==> config.mk <==
export PLATFORM = sky130hd
export DESIGN_NAME = accelerated_step_adjuster_top_flat
export DESIGN_NICKNAME = d
export VERILOG_FILES = /design/src/hw/rtl/asa_pkg.sv /design/src/hw/rtl/asa_req_if.sv /design/src/hw/rtl/asa_rsp_if.sv /design/src/hw/rtl/asa_ctrl.sv /design/src/hw/rtl/asa_dpath.sv /design/src/hw/rtl/accelerated_step_adjuster_top.sv /design/src/flat_wrapper.sv
export SDC_FILE = /design/constraint.sdc
export NUM_CORES = 1
export LEC_CHECK = 0
export BUFFER_PORTS_ARGS = -buffer_cell sky130_fd_sc_hd__buf_4
export CORE_MARGIN = 2
export CORE_UTILIZATION = 50
export CTS_CLUSTER_DIAMETER = 50
export CTS_CLUSTER_SIZE = 8
export DETAILED_ROUTE_END_ITERATION = 6
export GPL_TIMING_DRIVEN = 0
export PLACE_DENSITY = 0.66
export SYNTH_ARGS = -nofsm -noshare
export SYNTH_HDL_FRONTEND = slang
export SYNTH_SLANG_ARGS = --single-unit
export TNS_END_PERCENT = 1
==> constraint.sdc <==
create_clock -name clock -period 11.4 [get_ports clock]
set_input_delay 2.28 -clock clock [delete_from_list [all_inputs] [get_ports clock]]
set_output_delay 2.28 -clock clock [all_outputs]
set_load 0.05 [all_outputs]
==> src/hw/rtl/asa_pkg.sv <==
// shared constants, codes and control types for the accelerated step adjuster
// no dependencies; every other file of the block imports this package
package asa_pkg;

   // payload and register widths
   localparam int TYPE_W     = 3;
   localparam int OFFSET_W   = 18;
   localparam int STEP_W     = 20;
   localparam int BASE_W     = 10;
   localparam int TICKS_W    = 16;
   localparam int CSR_IDX_W  = 2;
   localparam int CSR_DATA_W = 16;

   localparam int ELAPSED_WIDTH_DEF = 16;

   // request codes
   localparam logic [TYPE_W-1:0] REQ_TICK   = 3'd0;
   localparam logic [TYPE_W-1:0] REQ_UP     = 3'd1;
   localparam logic [TYPE_W-1:0] REQ_DOWN   = 3'd2;
   localparam logic [TYPE_W-1:0] REQ_ZERO   = 3'd3;
   localparam logic [TYPE_W-1:0] REQ_CANCEL = 3'd4;

   // register indexes
   localparam logic [CSR_IDX_W-1:0] CSR_BASE = 2'd0;
   localparam logic [CSR_IDX_W-1:0] CSR_FAST = 2'd1;
   localparam logic [CSR_IDX_W-1:0] CSR_SLOW = 2'd2;
   localparam logic [CSR_IDX_W-1:0] CSR_IDLE = 2'd3;

   // register reset values
   localparam logic [BASE_W-1:0]  BASE_RESET = 10'd1;
   localparam logic [TICKS_W-1:0] FAST_RESET = 16'd500;
   localparam logic [TICKS_W-1:0] SLOW_RESET = 16'd1500;
   localparam logic [TICKS_W-1:0] IDLE_RESET = 16'd2500;

   // limits
   localparam logic [BASE_W-1:0]  BASE_MIN   = 10'd1;
   localparam logic [BASE_W-1:0]  BASE_MAX   = 10'd1000;
   localparam logic [STEP_W-1:0]  STEP_MAX   = 20'd1000000;
   localparam logic [STEP_W-1:0]  STEP_MIN   = 20'd1;
   localparam logic [STEP_W-1:0]  STEP_RESET = 20'd1;
   localparam logic [STEP_W-1:0]  SLOW_MUL   = 20'd5;
   localparam logic [STEP_W-1:0]  FAST_MUL   = 20'd500;
   localparam logic signed [OFFSET_W-1:0] OFS_MIN = 18'sh20000;
   localparam logic signed [OFFSET_W-1:0] OFS_MAX = 18'sh1FFFF;

   // divide by ten through a reciprocal: exact for steps below 2**22
   localparam int RECIP_W     = 21;
   localparam int RECIP_SHIFT = 24;
   localparam logic [RECIP_W-1:0] RECIP_10 = 21'd1677722;

   // restoring divider for rounding: dividend 2|x|+m, divisor 2m
   localparam int DIV_W = 21;
   localparam int CNT_W = $clog2(DIV_W);
   localparam int QMOD_W = 4;
   localparam logic [QMOD_W:0] DECADE = 5'd10;

   typedef struct packed {
      logic load;      // capture the word and set up the divider
      logic div_step;  // one divider iteration
      logic commit;    // update state and load the result register
   } asa_cmd_type;

   typedef struct packed {
      logic is_press;  // captured word is step up or step down
      logic div_last;  // divider is on its final iteration
   } asa_status_type;

endpackage

==> src/hw/rtl/asa_req_if.sv <==
// request channel of the accelerated step adjuster: valid/ready and payload
// depends on asa_pkg
interface asa_req_if import asa_pkg::*; ();
   logic                       valid;
   logic                       ready;
   logic [TYPE_W-1:0]          req_type;
   logic signed [OFFSET_W-1:0] altitude;

   modport source (output valid, req_type, altitude, input ready);
   modport sink (input valid, req_type, altitude, output ready);
endinterface

==> src/hw/rtl/asa_rsp_if.sv <==
// response channel of the accelerated step adjuster: valid/ready and payload
// depends on asa_pkg
interface asa_rsp_if import asa_pkg::*; ();
   logic                       valid;
   logic                       ready;
   logic signed [OFFSET_W-1:0] offset_out;
   logic                       changed;
   logic [STEP_W-1:0]          step_out;

   modport source (output valid, offset_out, changed, step_out, input ready);
   modport sink (input valid, offset_out, changed, step_out, output ready);
endinterface

==> src/hw/rtl/asa_ctrl.sv <==
// control state machine of the accelerated step adjuster
// depends on asa_pkg; drives asa_dpath through asa_cmd_type
module asa_ctrl import asa_pkg::*; (
   input  logic           clock,
   input  logic           reset,
   input  logic           req_valid,
   output logic           req_ready,
   input  logic           rsp_ready,
   output logic           rsp_valid,
   input  asa_status_type status,
   output asa_cmd_type    cmd
);

   localparam logic [1:0] S_IDLE   = 2'd0;
   localparam logic [1:0] S_DIV    = 2'd1;
   localparam logic [1:0] S_COMMIT = 2'd2;

   logic [1:0] state_ff, state_in;
   logic       rsp_valid_ff, rsp_valid_in;

   always_comb begin
      cmd          = '0;
      state_in     = state_ff;
      rsp_valid_in = rsp_valid_ff & ~rsp_ready;
      case (state_ff)
         S_IDLE: begin
            if (req_valid) begin
               cmd.load = 1'b1;
               state_in = S_DIV;
            end
         end
         S_DIV: begin
            cmd.div_step = 1'b1;
            if (!status.is_press || status.div_last) begin
               state_in = S_COMMIT;
            end
         end
         S_COMMIT: begin
            // wait for the result register to be free
            if (!rsp_valid_ff || rsp_ready) begin
               cmd.commit   = 1'b1;
               rsp_valid_in = 1'b1;
               state_in     = S_IDLE;
            end
         end
         default: begin
            state_in = S_IDLE;
         end
      endcase
   end

   always_ff @(posedge clock) begin
      if (reset) begin
         state_ff     <= S_IDLE;
         rsp_valid_ff <= 1'b0;
      end else begin
         state_ff     <= state_in;
         rsp_valid_ff <= rsp_valid_in;
      end
   end

   assign req_ready = (state_ff == S_IDLE);
   assign rsp_valid = rsp_valid_ff;

endmodule

==> src/hw/rtl/asa_dpath.sv <==
// datapath of the accelerated step adjuster: registers, offset/step state,
// rounding divider and result register; depends on asa_pkg
module asa_dpath import asa_pkg::*; #(
   parameter int ELAPSED_WIDTH = ELAPSED_WIDTH_DEF
) (
   input  logic                       clock,
   input  logic                       reset,
   input  asa_cmd_type                cmd,
   output asa_status_type             status,
   input  logic [TYPE_W-1:0]          req_type,
   input  logic signed [OFFSET_W-1:0] req_altitude,
   input  logic                       csr_we,
   input  logic [CSR_IDX_W-1:0]       csr_index,
   input  logic [CSR_DATA_W-1:0]      csr_wdata,
   output logic signed [OFFSET_W-1:0] offset_out,
   output logic                       changed,
   output logic [STEP_W-1:0]          step_out
);

   localparam int CMP_W  = (ELAPSED_WIDTH > TICKS_W) ? ELAPSED_WIDTH : TICKS_W;
   localparam int SUM_W  = OFFSET_W + 4;
   localparam int X10_W  = STEP_W + 4;
   localparam int PROD_W = STEP_W + RECIP_W;

   // registers
   logic [BASE_W-1:0]  base_ff;
   logic [TICKS_W-1:0] fast_ff, slow_ff, idle_ff;

   // captured word
   logic [TYPE_W-1:0]          type_ff;
   logic signed [OFFSET_W-1:0] alt_ff;

   // block state
   logic signed [OFFSET_W-1:0] offset_ff, offset_in;
   logic [STEP_W-1:0]          step_ff, step_in;
   logic [ELAPSED_WIDTH-1:0]   elapsed_ff, elapsed_in;

   // divider
   logic [DIV_W-1:0]  num_ff, rem_ff, rem_in;
   logic [CNT_W-1:0]  cnt_ff;
   logic [QMOD_W-1:0] qmod_ff, qmod_in;
   logic [PROD_W-1:0] prod_ff;

   // result register
   logic signed [OFFSET_W-1:0] offset_out_ff;
   logic                       changed_ff;
   logic [STEP_W-1:0]          step_out_ff;

   logic [OFFSET_W-1:0] abs_off;
   logic [DIV_W-1:0]    div_num, div_den;
   logic [DIV_W:0]      trial, diff;
   logic                fits;
   logic [QMOD_W:0]     qm2;
   logic [BASE_W-1:0]   base_eff;
   logic [STEP_W-1:0]   base_x, base_x5, base_x500, div10, step_new;
   logic [X10_W-1:0]    step_x10;
   logic [CMP_W-1:0]    el_x;
   logic                idle_hit, slow_hit, fast_hit, is_press;
   logic signed [SUM_W-1:0] off_x, step_s, alt_x;

   function automatic logic signed [OFFSET_W-1:0] sat_off(
      input logic signed [SUM_W-1:0] v
   );
      logic signed [OFFSET_W-1:0] r;
      if (v < SUM_W'(OFS_MIN)) begin
         r = OFS_MIN;
      end else if (v > SUM_W'(OFS_MAX)) begin
         r = OFS_MAX;
      end else begin
         r = OFFSET_W'(v);
      end
      return r;
   endfunction

   // rounding divider: quotient bit by bit, only its value mod ten is kept
   always_comb begin
      abs_off = offset_ff[OFFSET_W-1] ? OFFSET_W'(-offset_ff) : OFFSET_W'(offset_ff);
      div_num = DIV_W'({abs_off, 1'b0}) + DIV_W'(step_ff);
      div_den = {step_ff, 1'b0};
      trial   = {rem_ff, num_ff[DIV_W-1]};
      diff    = trial - {1'b0, div_den};
      fits    = (trial >= {1'b0, div_den});
      rem_in  = fits ? diff[DIV_W-1:0] : trial[DIV_W-1:0];
      qm2     = {qmod_ff, fits};
      qmod_in = (qm2 >= DECADE) ? QMOD_W'(qm2 - DECADE) : qm2[QMOD_W-1:0];
   end

   // step adaptation
   always_comb begin
      if (base_ff == '0) begin
         base_eff = BASE_MIN;
      end else if (base_ff > BASE_MAX) begin
         base_eff = BASE_MAX;
      end else begin
         base_eff = base_ff;
      end
      base_x    = STEP_W'(base_eff);
      base_x5   = base_x * SLOW_MUL;
      base_x500 = base_x * FAST_MUL;
      div10     = STEP_W'(prod_ff[PROD_W-1:RECIP_SHIFT]);
      step_x10  = X10_W'({step_ff, 3'b000}) + X10_W'({step_ff, 1'b0});
      el_x      = CMP_W'(elapsed_ff);

      idle_hit = el_x > CMP_W'(idle_ff);
      slow_hit = (el_x > CMP_W'(slow_ff)) && (step_ff > base_x5);
      // rounded to m equals rounded to 10m exactly when the rounded quotient is a decade
      fast_hit = (el_x < CMP_W'(fast_ff)) && (step_ff < base_x500) && (qmod_ff == '0);

      if (idle_hit) begin
         step_new = base_x;
      end else if (slow_hit) begin
         step_new = (div10 == '0) ? STEP_MIN : div10;
      end else if (fast_hit) begin
         step_new = (step_x10 > X10_W'(STEP_MAX)) ? STEP_MAX : STEP_W'(step_x10);
      end else begin
         step_new = step_ff;
      end
   end

   // next state
   always_comb begin
      is_press   = (type_ff == REQ_UP) || (type_ff == REQ_DOWN);
      step_in    = is_press ? step_new : step_ff;
      off_x      = SUM_W'(offset_ff);
      alt_x      = SUM_W'(alt_ff);
      step_s     = $signed(SUM_W'(step_in));
      offset_in  = offset_ff;
      elapsed_in = elapsed_ff;
      case (type_ff)
         REQ_TICK: begin
            if (elapsed_ff != '1) begin
               elapsed_in = elapsed_ff + 1'b1;
            end
         end
         REQ_UP: begin
            offset_in  = sat_off(off_x + step_s);
            elapsed_in = '0;
         end
         REQ_DOWN: begin
            offset_in  = sat_off(off_x - step_s);
            elapsed_in = '0;
         end
         REQ_ZERO: begin
            offset_in = '0;
         end
         REQ_CANCEL: begin
            offset_in = sat_off(off_x - alt_x);
         end
         default: begin
            offset_in = offset_ff;
         end
      endcase
   end

   assign status.is_press = is_press;
   assign status.div_last = (cnt_ff == CNT_W'(DIV_W - 1));

   always_ff @(posedge clock) begin
      if (reset) begin
         base_ff    <= BASE_RESET;
         fast_ff    <= FAST_RESET;
         slow_ff    <= SLOW_RESET;
         idle_ff    <= IDLE_RESET;
         offset_ff  <= '0;
         step_ff    <= STEP_RESET;
         elapsed_ff <= '1;
      end else begin
         if (csr_we) begin
            case (csr_index)
               CSR_BASE: base_ff <= csr_wdata[BASE_W-1:0];
               CSR_FAST: fast_ff <= csr_wdata[TICKS_W-1:0];
               CSR_SLOW: slow_ff <= csr_wdata[TICKS_W-1:0];
               CSR_IDLE: idle_ff <= csr_wdata[TICKS_W-1:0];
               default: begin
               end
            endcase
         end
         if (cmd.commit) begin
            offset_ff  <= offset_in;
            step_ff    <= step_in;
            elapsed_ff <= elapsed_in;
         end
      end
   end

   // payload registers
   always_ff @(posedge clock) begin
      prod_ff <= PROD_W'(step_ff) * PROD_W'(RECIP_10);
      if (cmd.load) begin
         type_ff <= req_type;
         alt_ff  <= req_altitude;
         num_ff  <= div_num;
         rem_ff  <= '0;
         qmod_ff <= '0;
         cnt_ff  <= '0;
      end else if (cmd.div_step) begin
         num_ff  <= {num_ff[DIV_W-2:0], 1'b0};
         rem_ff  <= rem_in;
         qmod_ff <= qmod_in;
         cnt_ff  <= cnt_ff + 1'b1;
      end
      if (cmd.commit) begin
         offset_out_ff <= offset_in;
         changed_ff    <= (offset_in != offset_ff);
         step_out_ff   <= step_in;
      end
   end

   assign offset_out = offset_out_ff;
   assign changed    = changed_ff;
   assign step_out   = step_out_ff;

endmodule

==> src/hw/rtl/accelerated_step_adjuster_top.sv <==
// top level of the accelerated step adjuster: control fsm plus datapath
// depends on asa_pkg, asa_req_if, asa_rsp_if, asa_ctrl and asa_dpath
//
// Keeps a signed 18-bit offset that step-up and step-down words move by a step
// size adapting to press rate; tick words advance a saturating elapsed counter,
// and each press restarts it. On a press: idle beyond idle_ticks restores the base
// step, slower than slow_ticks divides the step by ten (when above 5x base), and
// faster than fast_ticks multiplies it by ten (when below 500x base, capped at
// 1000000) if the offset rounded to the step is also a multiple of ten steps.
// Zero and cancel words set the offset to zero or to offset minus altitude, with
// saturation. Every word gives one response word. A step word occupies the block
// for the accepting cycle, which loads the divider, then 21 iterations of the
// restoring divider that decide the rounding test, then a commit that writes the
// response register; the next word can be taken once the commit is done. Tick,
// zero, cancel and unused codes spend a single divider iteration instead. The
// commit waits while the previous response is still unaccepted. The response
// sits in an output register, so the next request word is taken while a
// response still waits.
// The user must write registers through csr_we/csr_index/csr_wdata only while
// the block is idle; the block itself does not enforce this. A new base step is
// restored at the next idle press and sets the 5x/500x bounds at every later press.
module accelerated_step_adjuster_top import asa_pkg::*; #(
   parameter int ELAPSED_WIDTH = ELAPSED_WIDTH_DEF
) (
   input  logic                  clock,
   input  logic                  reset,
   asa_req_if.sink               req_chan,
   asa_rsp_if.source             rsp_chan,
   input  logic                  csr_we,
   input  logic [CSR_IDX_W-1:0]  csr_index,
   input  logic [CSR_DATA_W-1:0] csr_wdata
);

   asa_cmd_type    cmd;
   asa_status_type status;

   // sequencing: load, divider iterations, commit into the output register
   asa_ctrl u_ctrl (
      .clock     (clock),
      .reset     (reset),
      .req_valid (req_chan.valid),
      .req_ready (req_chan.ready),
      .rsp_ready (rsp_chan.ready),
      .rsp_valid (rsp_chan.valid),
      .status    (status),
      .cmd       (cmd)
   );

   // state, registers, rounding divider and response payload
   asa_dpath #(
      .ELAPSED_WIDTH (ELAPSED_WIDTH)
   ) u_dpath (
      .clock        (clock),
      .reset        (reset),
      .cmd          (cmd),
      .status       (status),
      .req_type     (req_chan.req_type),
      .req_altitude (req_chan.altitude),
      .csr_we       (csr_we),
      .csr_index    (csr_index),
      .csr_wdata    (csr_wdata),
      .offset_out   (rsp_chan.offset_out),
      .changed      (rsp_chan.changed),
      .step_out     (rsp_chan.step_out)
   );

   // a shown step is never zero
   assert property (@(posedge clock) disable iff (reset)
      rsp_chan.valid |-> (rsp_chan.step_out != '0))
      else $error("response step is zero");

   // one word at a time: an accepted word blocks the next cycle
   assert property (@(posedge clock) disable iff (reset)
      (req_chan.valid && req_chan.ready) |=> !req_chan.ready)
      else $error("request taken while busy");

   // a response rises only out of a busy state, such as the commit state
   assert property (@(posedge clock) disable iff (reset)
      $rose(rsp_chan.valid) |-> $past(!req_chan.ready))
      else $error("response raised outside commit");

endmodule
==> src/flat_wrapper.sv <==
// flat-port wrapper written by rule: the top's interface ports become plain ports
module accelerated_step_adjuster_top_flat import asa_pkg::*;
#(
   parameter int ELAPSED_WIDTH = ELAPSED_WIDTH_DEF
)
  (clock, reset, csr_we, csr_index, csr_wdata, req_chan_valid, req_chan_req_type, req_chan_altitude, req_chan_ready, rsp_chan_valid, rsp_chan_offset_out, rsp_chan_changed, rsp_chan_step_out, rsp_chan_ready);
  asa_req_if req_chan_i ();
  asa_rsp_if rsp_chan_i ();
  input  logic clock;
  input  logic reset;
  input  logic csr_we;
  input  logic [CSR_IDX_W-1:0] csr_index;
  input  logic [CSR_DATA_W-1:0] csr_wdata;
  input wire logic [$bits(req_chan_i.valid)-1:0] req_chan_valid;
  input wire logic [$bits(req_chan_i.req_type)-1:0] req_chan_req_type;
  input wire logic [$bits(req_chan_i.altitude)-1:0] req_chan_altitude;
  output wire logic [$bits(req_chan_i.ready)-1:0] req_chan_ready;
  output wire logic [$bits(rsp_chan_i.valid)-1:0] rsp_chan_valid;
  output wire logic [$bits(rsp_chan_i.offset_out)-1:0] rsp_chan_offset_out;
  output wire logic [$bits(rsp_chan_i.changed)-1:0] rsp_chan_changed;
  output wire logic [$bits(rsp_chan_i.step_out)-1:0] rsp_chan_step_out;
  input wire logic [$bits(rsp_chan_i.ready)-1:0] rsp_chan_ready;
  assign req_chan_i.valid = req_chan_valid;
  assign req_chan_i.req_type = req_chan_req_type;
  assign req_chan_i.altitude = req_chan_altitude;
  assign req_chan_ready = req_chan_i.ready;
  assign rsp_chan_valid = rsp_chan_i.valid;
  assign rsp_chan_offset_out = rsp_chan_i.offset_out;
  assign rsp_chan_changed = rsp_chan_i.changed;
  assign rsp_chan_step_out = rsp_chan_i.step_out;
  assign rsp_chan_i.ready = rsp_chan_ready;
  accelerated_step_adjuster_top #(.ELAPSED_WIDTH(ELAPSED_WIDTH)) u_core (.clock(clock), .reset(reset), .req_chan(req_chan_i), .rsp_chan(rsp_chan_i), .csr_we(csr_we), .csr_index(csr_index), .csr_wdata(csr_wdata));
endmodule
### Word level (Yosys, flattened, before mapping)

Index checks and enable logic that the tools add are counted.

* flip-flop bits (word level): 266
* latch bits: 0
* memory bits (writable): 0
* ROM bits: 0
* input bits: 44
* output and inout port bits: 41
* logic and storage cells: 121
* memories: 0

* $add $sub $neg: 10
* multipliers: 3
* div/mod/pow operators: 0
* $lt $le $gt $ge: 15
* equal/unequal tests: 16
* shift-type cells: 0
* muxes and demuxes: 33
* bitwise logic cells: 2
* reductions and logical operators: 23

Operator list (number)
* $mux 18: 7
* $mux 20: 5
* $pmux 18 s4: 1
* $mux 21: 3
* $gt 22x18->1 const B: 2
* $lt 22x18->1 const B: 2
* $mul 20x20->40 const B: 1
* $gt 16x16->1: 2
* $pmux 16 s2: 1
* $add 23x21->24: 1
* $gt 24x20->1 const B: 1
* $add 18x21->22: 1
* $ge 22x21->1: 1
* $sub 18x21->22: 1
* $add 19x20->21: 1
* $sub 21x21->21: 1
* $gt 20x13->1: 1
* $lt 20x19->1: 1
* $mux 10: 2
* $gt 19x18->1 const B: 1
* $lt 19x18->1 const B: 1
* $sub 18x18->19: 1
* $ne 18x18->1: 1
* $neg 18->18: 1
* 36 further kinds: 62

### Longest topological paths before layout

* depth after elaboration: 17
* depth in mapped cells: 52
* depth with buffers taken out: 49

### Hierarchy

From an unflattened synthesis, not the netlist that was laid out.

* cell total of the unflattened synthesis: 3066
* area, all modules: 27345.0 um2

Modules (own cells, without submodules)
* asa_dpath: instances 1, cells an instance 3050, area each 27186.1 um2, seq. area each 5615.4 um2
* asa_ctrl: instances 1, cells an instance 16, area each 158.9 um2, seq. area each 60.1 um2

### Least setup slack after synthesis

Ideal clock, no wire load.

* kind: flip-flop to flip-flop
* from: register u_core.u_dpath.base_ff[1]
* to: register u_core.u_dpath.changed_ff, in the netlist u_core.u_dpath.changed, data pin
* setup time: 0.266 ns
* data arrival time: 11.160 ns
* data required time: 11.134 ns
* setup slack: -0.026 ns
* cell stages (with the launch flop): 51
* buffers on the path: 2
* period minus slack after synthesis: 11.426 ns
* cells stage by stage: dfxtp_1 -> or4_1 -> nor3_1 -> a22o_1 -> inv_1 -> fa_1 -> inv_1 -> fa_1 -> inv_1 -> fa_1 -> fa_1 -> inv_1 -> ha_1 -> inv_1 -> o21ai_0 -> a21oi_1 -> o21ai_0 -> a21oi_1 -> [... 15 more ...] -> a221oi_1 -> a21oi_1 -> ha_1 -> buf_6 -> nor3b_1 -> a2111oi_1 -> a21bo_1 -> a2111oi_4 -> o32ai_2 -> xnor2_1 -> and4_4 -> a21boi_4 -> nand2_4 -> a21oi_1 -> o221ai_1 -> or4_4 -> o41ai_2 -> nand3_1

* word-level cells in the longest chain between the ends: 17
* elaborated cells on any way between the ends: 27
* classes of those cells: add/sub (2); mul (2); order compare (7); eq/ne (1); mux (11); reduce/logical (4)

RTL lines
* start: declaration: line asa_dpath.sv:26 `logic [BASE_W-1:0] base_ff;`
* start signal: assignment: line asa_dpath.sv:170 `CSR_BASE: base_ff <= csr_wdata[BASE_W-1:0];`
* $gt 10x10->1: line asa_dpath.sv:92 `end else if (base_ff > BASE_MAX) begin`
* $mux 10: line asa_dpath.sv:92
* $mux 10 (*): line asa_dpath.sv:90 `if (base_ff == '0) begin`
* $mul 10x7->17: line asa_dpath.sv:99 `base_x500 = base_x * FAST_MUL;`
* $lt 20x19->1: line asa_dpath.sv:107 `fast_hit = (el_x < CMP_W'(fast_ff)) && (step_ff < base_x500) && (qmod_ff == '0);`
* $logic_and 1x1->1 (2 in series): line asa_dpath.sv:107
* $mux 20: line asa_dpath.sv:113 `end else if (fast_hit) begin`
* $mux 20: line asa_dpath.sv:111 `end else if (slow_hit) begin`
* $mux 20 (*): line asa_dpath.sv:109 `if (idle_hit) begin`
* $mux 20 (*): line asa_dpath.sv:123 `step_in = is_press ? step_new : step_ff;`
* net u_core.u_dpath.step_in[6]: line asa_dpath.sv:35 `logic [STEP_W-1:0] step_ff, step_in;`
* $sub 18x21->22 / $add 18x21->22 (equally long branches): line asa_dpath.sv:140, asa_dpath.sv:136
* $gt 22x18->1: line asa_dpath.sv:67 `end else if (v > SUM_W'(OFS_MAX)) begin`
* $mux 18: line asa_dpath.sv:67
* $mux 18: line asa_dpath.sv:65 `if (v < SUM_W'(OFS_MIN)) begin`
* $pmux 18 s4 (*): line asa_dpath.sv:129 `case (type_ff)`
* $ne 18x18->1 (*): line asa_dpath.sv:204 `changed_ff <= (offset_in != offset_ff);`
* end signal: assignment: line asa_dpath.sv:204
* end: declaration: line asa_dpath.sv:46 `logic changed_ff;`

The timed path passes the listed nets; every way through them passes the cells marked *.
A chain may end at the register's enable or synchronous reset.

### Worst setup path after layout

* from: register u_core.u_dpath.base_ff[8]
* to: register u_core.u_dpath.changed_ff, in the netlist u_core.u_dpath.changed, data pin

Same word-level chain as after synthesis.

==> out/results.ini <==
[run_status]
status = finished with violations
violations = negative setup slack

[place]
place.gp.congestion = 0.977
dp_slack_ns = -3.79
io_buffers = 82
hpwlAfterDp_um = 68900

[pwr]
clockPowerShare_pct = 34.4
p_leak_nw = 15.0
powerDensity_nw_per_um2 = 111
internal_power_mw = 2.24
p_comb_share_pct = 36.1
sw_frac_of_total_pct = 35.4
irDropWorstVdd_v = 0.0000900
power.net_switching_mw = 1.23
seqPwrFrac_pct = 29.5
finalPower_mw = 3.47

[floorplanning]
core_area_um2 = 54000
die_w_um = 238
die_y_um = 238
rows = 85
start_util_pct = 50.8
dieArea_um2 = 56800
num_io_pins = 85

[min_path]
hp-class = register to register
hold_depth = 2

[drt]
drtIter0Drc = 1896
routed_wl_um = 87400
firstDrtPassIters = 6
routed-via-count = 23600
ant_nets = 0
drc = 0
wl_per_cell_um = 21.7
vias_per_cell = 5.87

[logic_synthesis]
synth-seq-area-share_pct = 20.7
synth_compound_gate_area_share_pct = 18.5
synth_xor_area_share_pct = 4.98
ys.flop_type = dfxtp_1
synth.distinct_cells = 109
synth_top_area_share_pct = 20.9
yosysTopAreaCell = ha_1
synth_fp_nets = 3804
async_reset_ff_share_pct = 0
synth-seq-cells = 243
yosysWarnings = 0
netlist_instances = 3126
yosysMostFrequentCell = ha_1
synth_common_cells = 458 x ha_1, 454 x inv_1, 241 x nand2_1
netlist_area_um2 = 27400
synth_edf_count = 81
synth_top_family_by_area = adder cells
syn_avg_cell_area_um2 = 8.78
netlist_top_cells_area = ha_1 21%, fa_1 13%, dfxtp_1 12%
synthSimpleGateAreaFrac_pct = 13.3
synthAdderAreaFrac_pct = 33.7
synth.area.mux_share_pct = 0.556

[worst_setup_path]
critPathArrivalTime_ns = 12.51
r2r_cells = 52
critPathMaxFanout = 6
crit_type = register to register
max_stage_delay_ns = 0.53
slowest_stage = fa_1
critPathCaptureType = register
cp.required_ns = 11.67
crit_path_start_kind = register

[cells_and_area]
layout-drive-gt1-share_pct = 10.6
multi_input_area_um2 = 20100
utilization_pct = 57.8
layout-area-overhead-vs-synth_pct = 13.8
register_area_um2 = 5680
num_antenna_cells = 0
fillers = 4880
nets = 3975

[sta]
hold_violations = 0
worstMarginPinSlew_ns = 1.26
max_freq_mhz = 81.7
setup_violations = 14
rsz0062_at_grt = yes
setup_slack_ns = -0.835
finalMaxSlewViolations = 0
slew_headroom_pct = 16.1
hold_ws_ns = 0.456
clock_skew_ns = 0.0231
period_needed_ns = 12.23
period_share_pct = 107

[grt]
grt_pass1_wl_um = 136000
grt_max_degree = 31
grt-ovfl-total = 0
antenna_found_initial = 1
grt_usage_pct = 30.9
grt_pass1_vias = 23900

[cts]
clk_path_buf_depth = 3
clkLatencyLatePin_ns = 0.56
path_clk_slew_ns = 0.05
htreeDepth = 2
cts_root_buf = clkbuf_16
cts_tree = built
clkSinkCount = 243
cts_made_buffers = 42

[flow_run]
drv_cap = 0

[power groups by stage]
| stage | sequential [mW] | clock (mW) | combinational (mW) |
|---|---|---|---|
| 2_1_floorplan | 1.03 | 0 | 0.834 |
| 3_3_place_gp | 1.03 | 0 | 1.11 |
| 3_5_place_dp | 1.04 | 0 | 1.13 |
| 4_1_cts | 1.02 | 1.21 | 1.20 |
| 5_1_grt | 1.03 | 1.24 | 1.37 |
| 6_report | 1.02 | 1.19 | 1.25 |
[cell families (layout without fill, tap and decap cells)]
| group | Yosys count | count (layout) |
|---|---|---|
| flops | 243 | 243 |
| xor+xnor | 156 | 156 |
| compound gates | 756 | 756 |
| mux | 15 | 15 |
| fa+ha+maj | 634 | 634 |
| simple gates | 764 | 764 |
| buf+inv | 558 | 757 |
[layer usage]
layer,global-route usage [%],part of all wire (%)
met1,40.5,43
met2,53.0,47
met3,2.94,5.2
met4,11.2,4.1
met5,0,0
[final cells by class]
class	instances	share of cell area (%)
inverter	457	5.49
clock inverter	10	0.381
clock buffer	62	3.77
tap	696	2.79
multi-input combinational	2325	64.5
buffer	100	1.75
sequential	243	18.2
timing repair buffer	128	3.14
[worst paths after layout]
kind / slack, ns / start / endpoint
setup reg to reg: -0.83 / u_core.u_dpath.base_ff[8]$_SDFFE_PP0P_ / u_core.u_dpath.changed$_DFFE_PP_
setup / recovery: -0.83 / u_core.u_dpath.base_ff[8]$_SDFFE_PP0P_ / u_core.u_dpath.changed$_DFFE_PP_
hold / removal: 0.46 / u_core.u_dpath.idle_ff[15]$_SDFFE_PP0P_ / u_core.u_dpath.idle_ff[15]$_SDFFE_PP0P_
hold reg to reg: 0.46 / u_core.u_dpath.idle_ff[15]$_SDFFE_PP0P_ / u_core.u_dpath.idle_ff[15]$_SDFFE_PP0P_
[what timing repair did]
| action | in CTS | in global routing |
|---|---|---|
| buffers inserted | 32 | 13 |
| resized for setup | 89 | 59 |
| endpoints found under the setup margin | 37 | 37 |
| pin swaps | 37 | 45 |
| gates cloned | 0 | 1 |
| hold buffers | 0 | 0 |
[flip-flops by register name (all words and copies together) (netlist names)]
signal / cells
u_core.u_ctrl.rsp_valid: 1
u_core.u_ctrl.state_ff: 2
u_core.u_dpath.alt_ff: 18
u_core.u_dpath.base_ff: 10
u_core.u_dpath.changed: 1
u_core.u_dpath.cnt_ff: 5
u_core.u_dpath.el_x: 16
u_core.u_dpath.fast_ff: 16
u_core.u_dpath.idle_ff: 16
u_core.u_dpath.num_ff: 21
u_core.u_dpath.offset_ff: 18
u_core.u_dpath.offset_out: 18
u_core.u_dpath.prod_ff: 17
u_core.u_dpath.qmod_ff: 4
u_core.u_dpath.rem_ff: 21
u_core.u_dpath.slow_ff: 16
u_core.u_dpath.step_ff: 20
u_core.u_dpath.step_out: 20
u_core.u_dpath.type_ff: 3
[cell usage in the layout, fill, tap and decap left out, types with 10 or more instances in the layout]
cell / n
ha_1: 454
inv_1: 451
nand2_1: 237
nor2_1: 205
a21oi_1: 202
fa_1: 175
dfxtp_1: 157
buf_4: 129
o21ai_0: 119
xnor2_1: 111
clkbuf_1: 82
a21o_1: 81
edfxtp_1: 81
nand3_1: 50
o21a_1: 45
xor2_1: 45
clkbuf_16: 43
nor2b_1: 39
nor3_1: 36
nand4_1: 34
nand2b_1: 30
a211oi_1: 26
o21bai_1: 24
a211o_1: 21
o31ai_1: 16
o21ai_1: 16
and3_1: 14
o22ai_1: 14
nor4_1: 13
a31oi_1: 13
a21boi_0: 12
or3_1: 12
mux2i_1: 12
or2_2: 11
and2_1: 11
nand3b_1: 11
a21oi_2: 10
[metrics by stage]
step / setup TNS [ns] / std cells / area, um^2
after floorplan: 0 / 3126 / 27400
after global placement: -97.31 / 3904 / 28900
after detailed placement: -105.47 / 3905 / 29000
after CTS: -0.846 / 4009 / 30900
after global routing: -14.96 / 4021 / 31200
final: -1.76 / 4021 / 31200
[worst max-delay path: cells and delay by family, from the launching register on]
kind                       cells  cell delay (ns)
muxes                          1             0.30
buffers and inverters         10             1.04
AOI/OAI and AO/OA             26             5.26
adders and majority gates      7             2.81
DFF                            1             0.43
xor gates and xnor gates       1             0.12
and+or+nand+nor                7             1.97
Note: power is estimated with default switching activity, not from simulation.
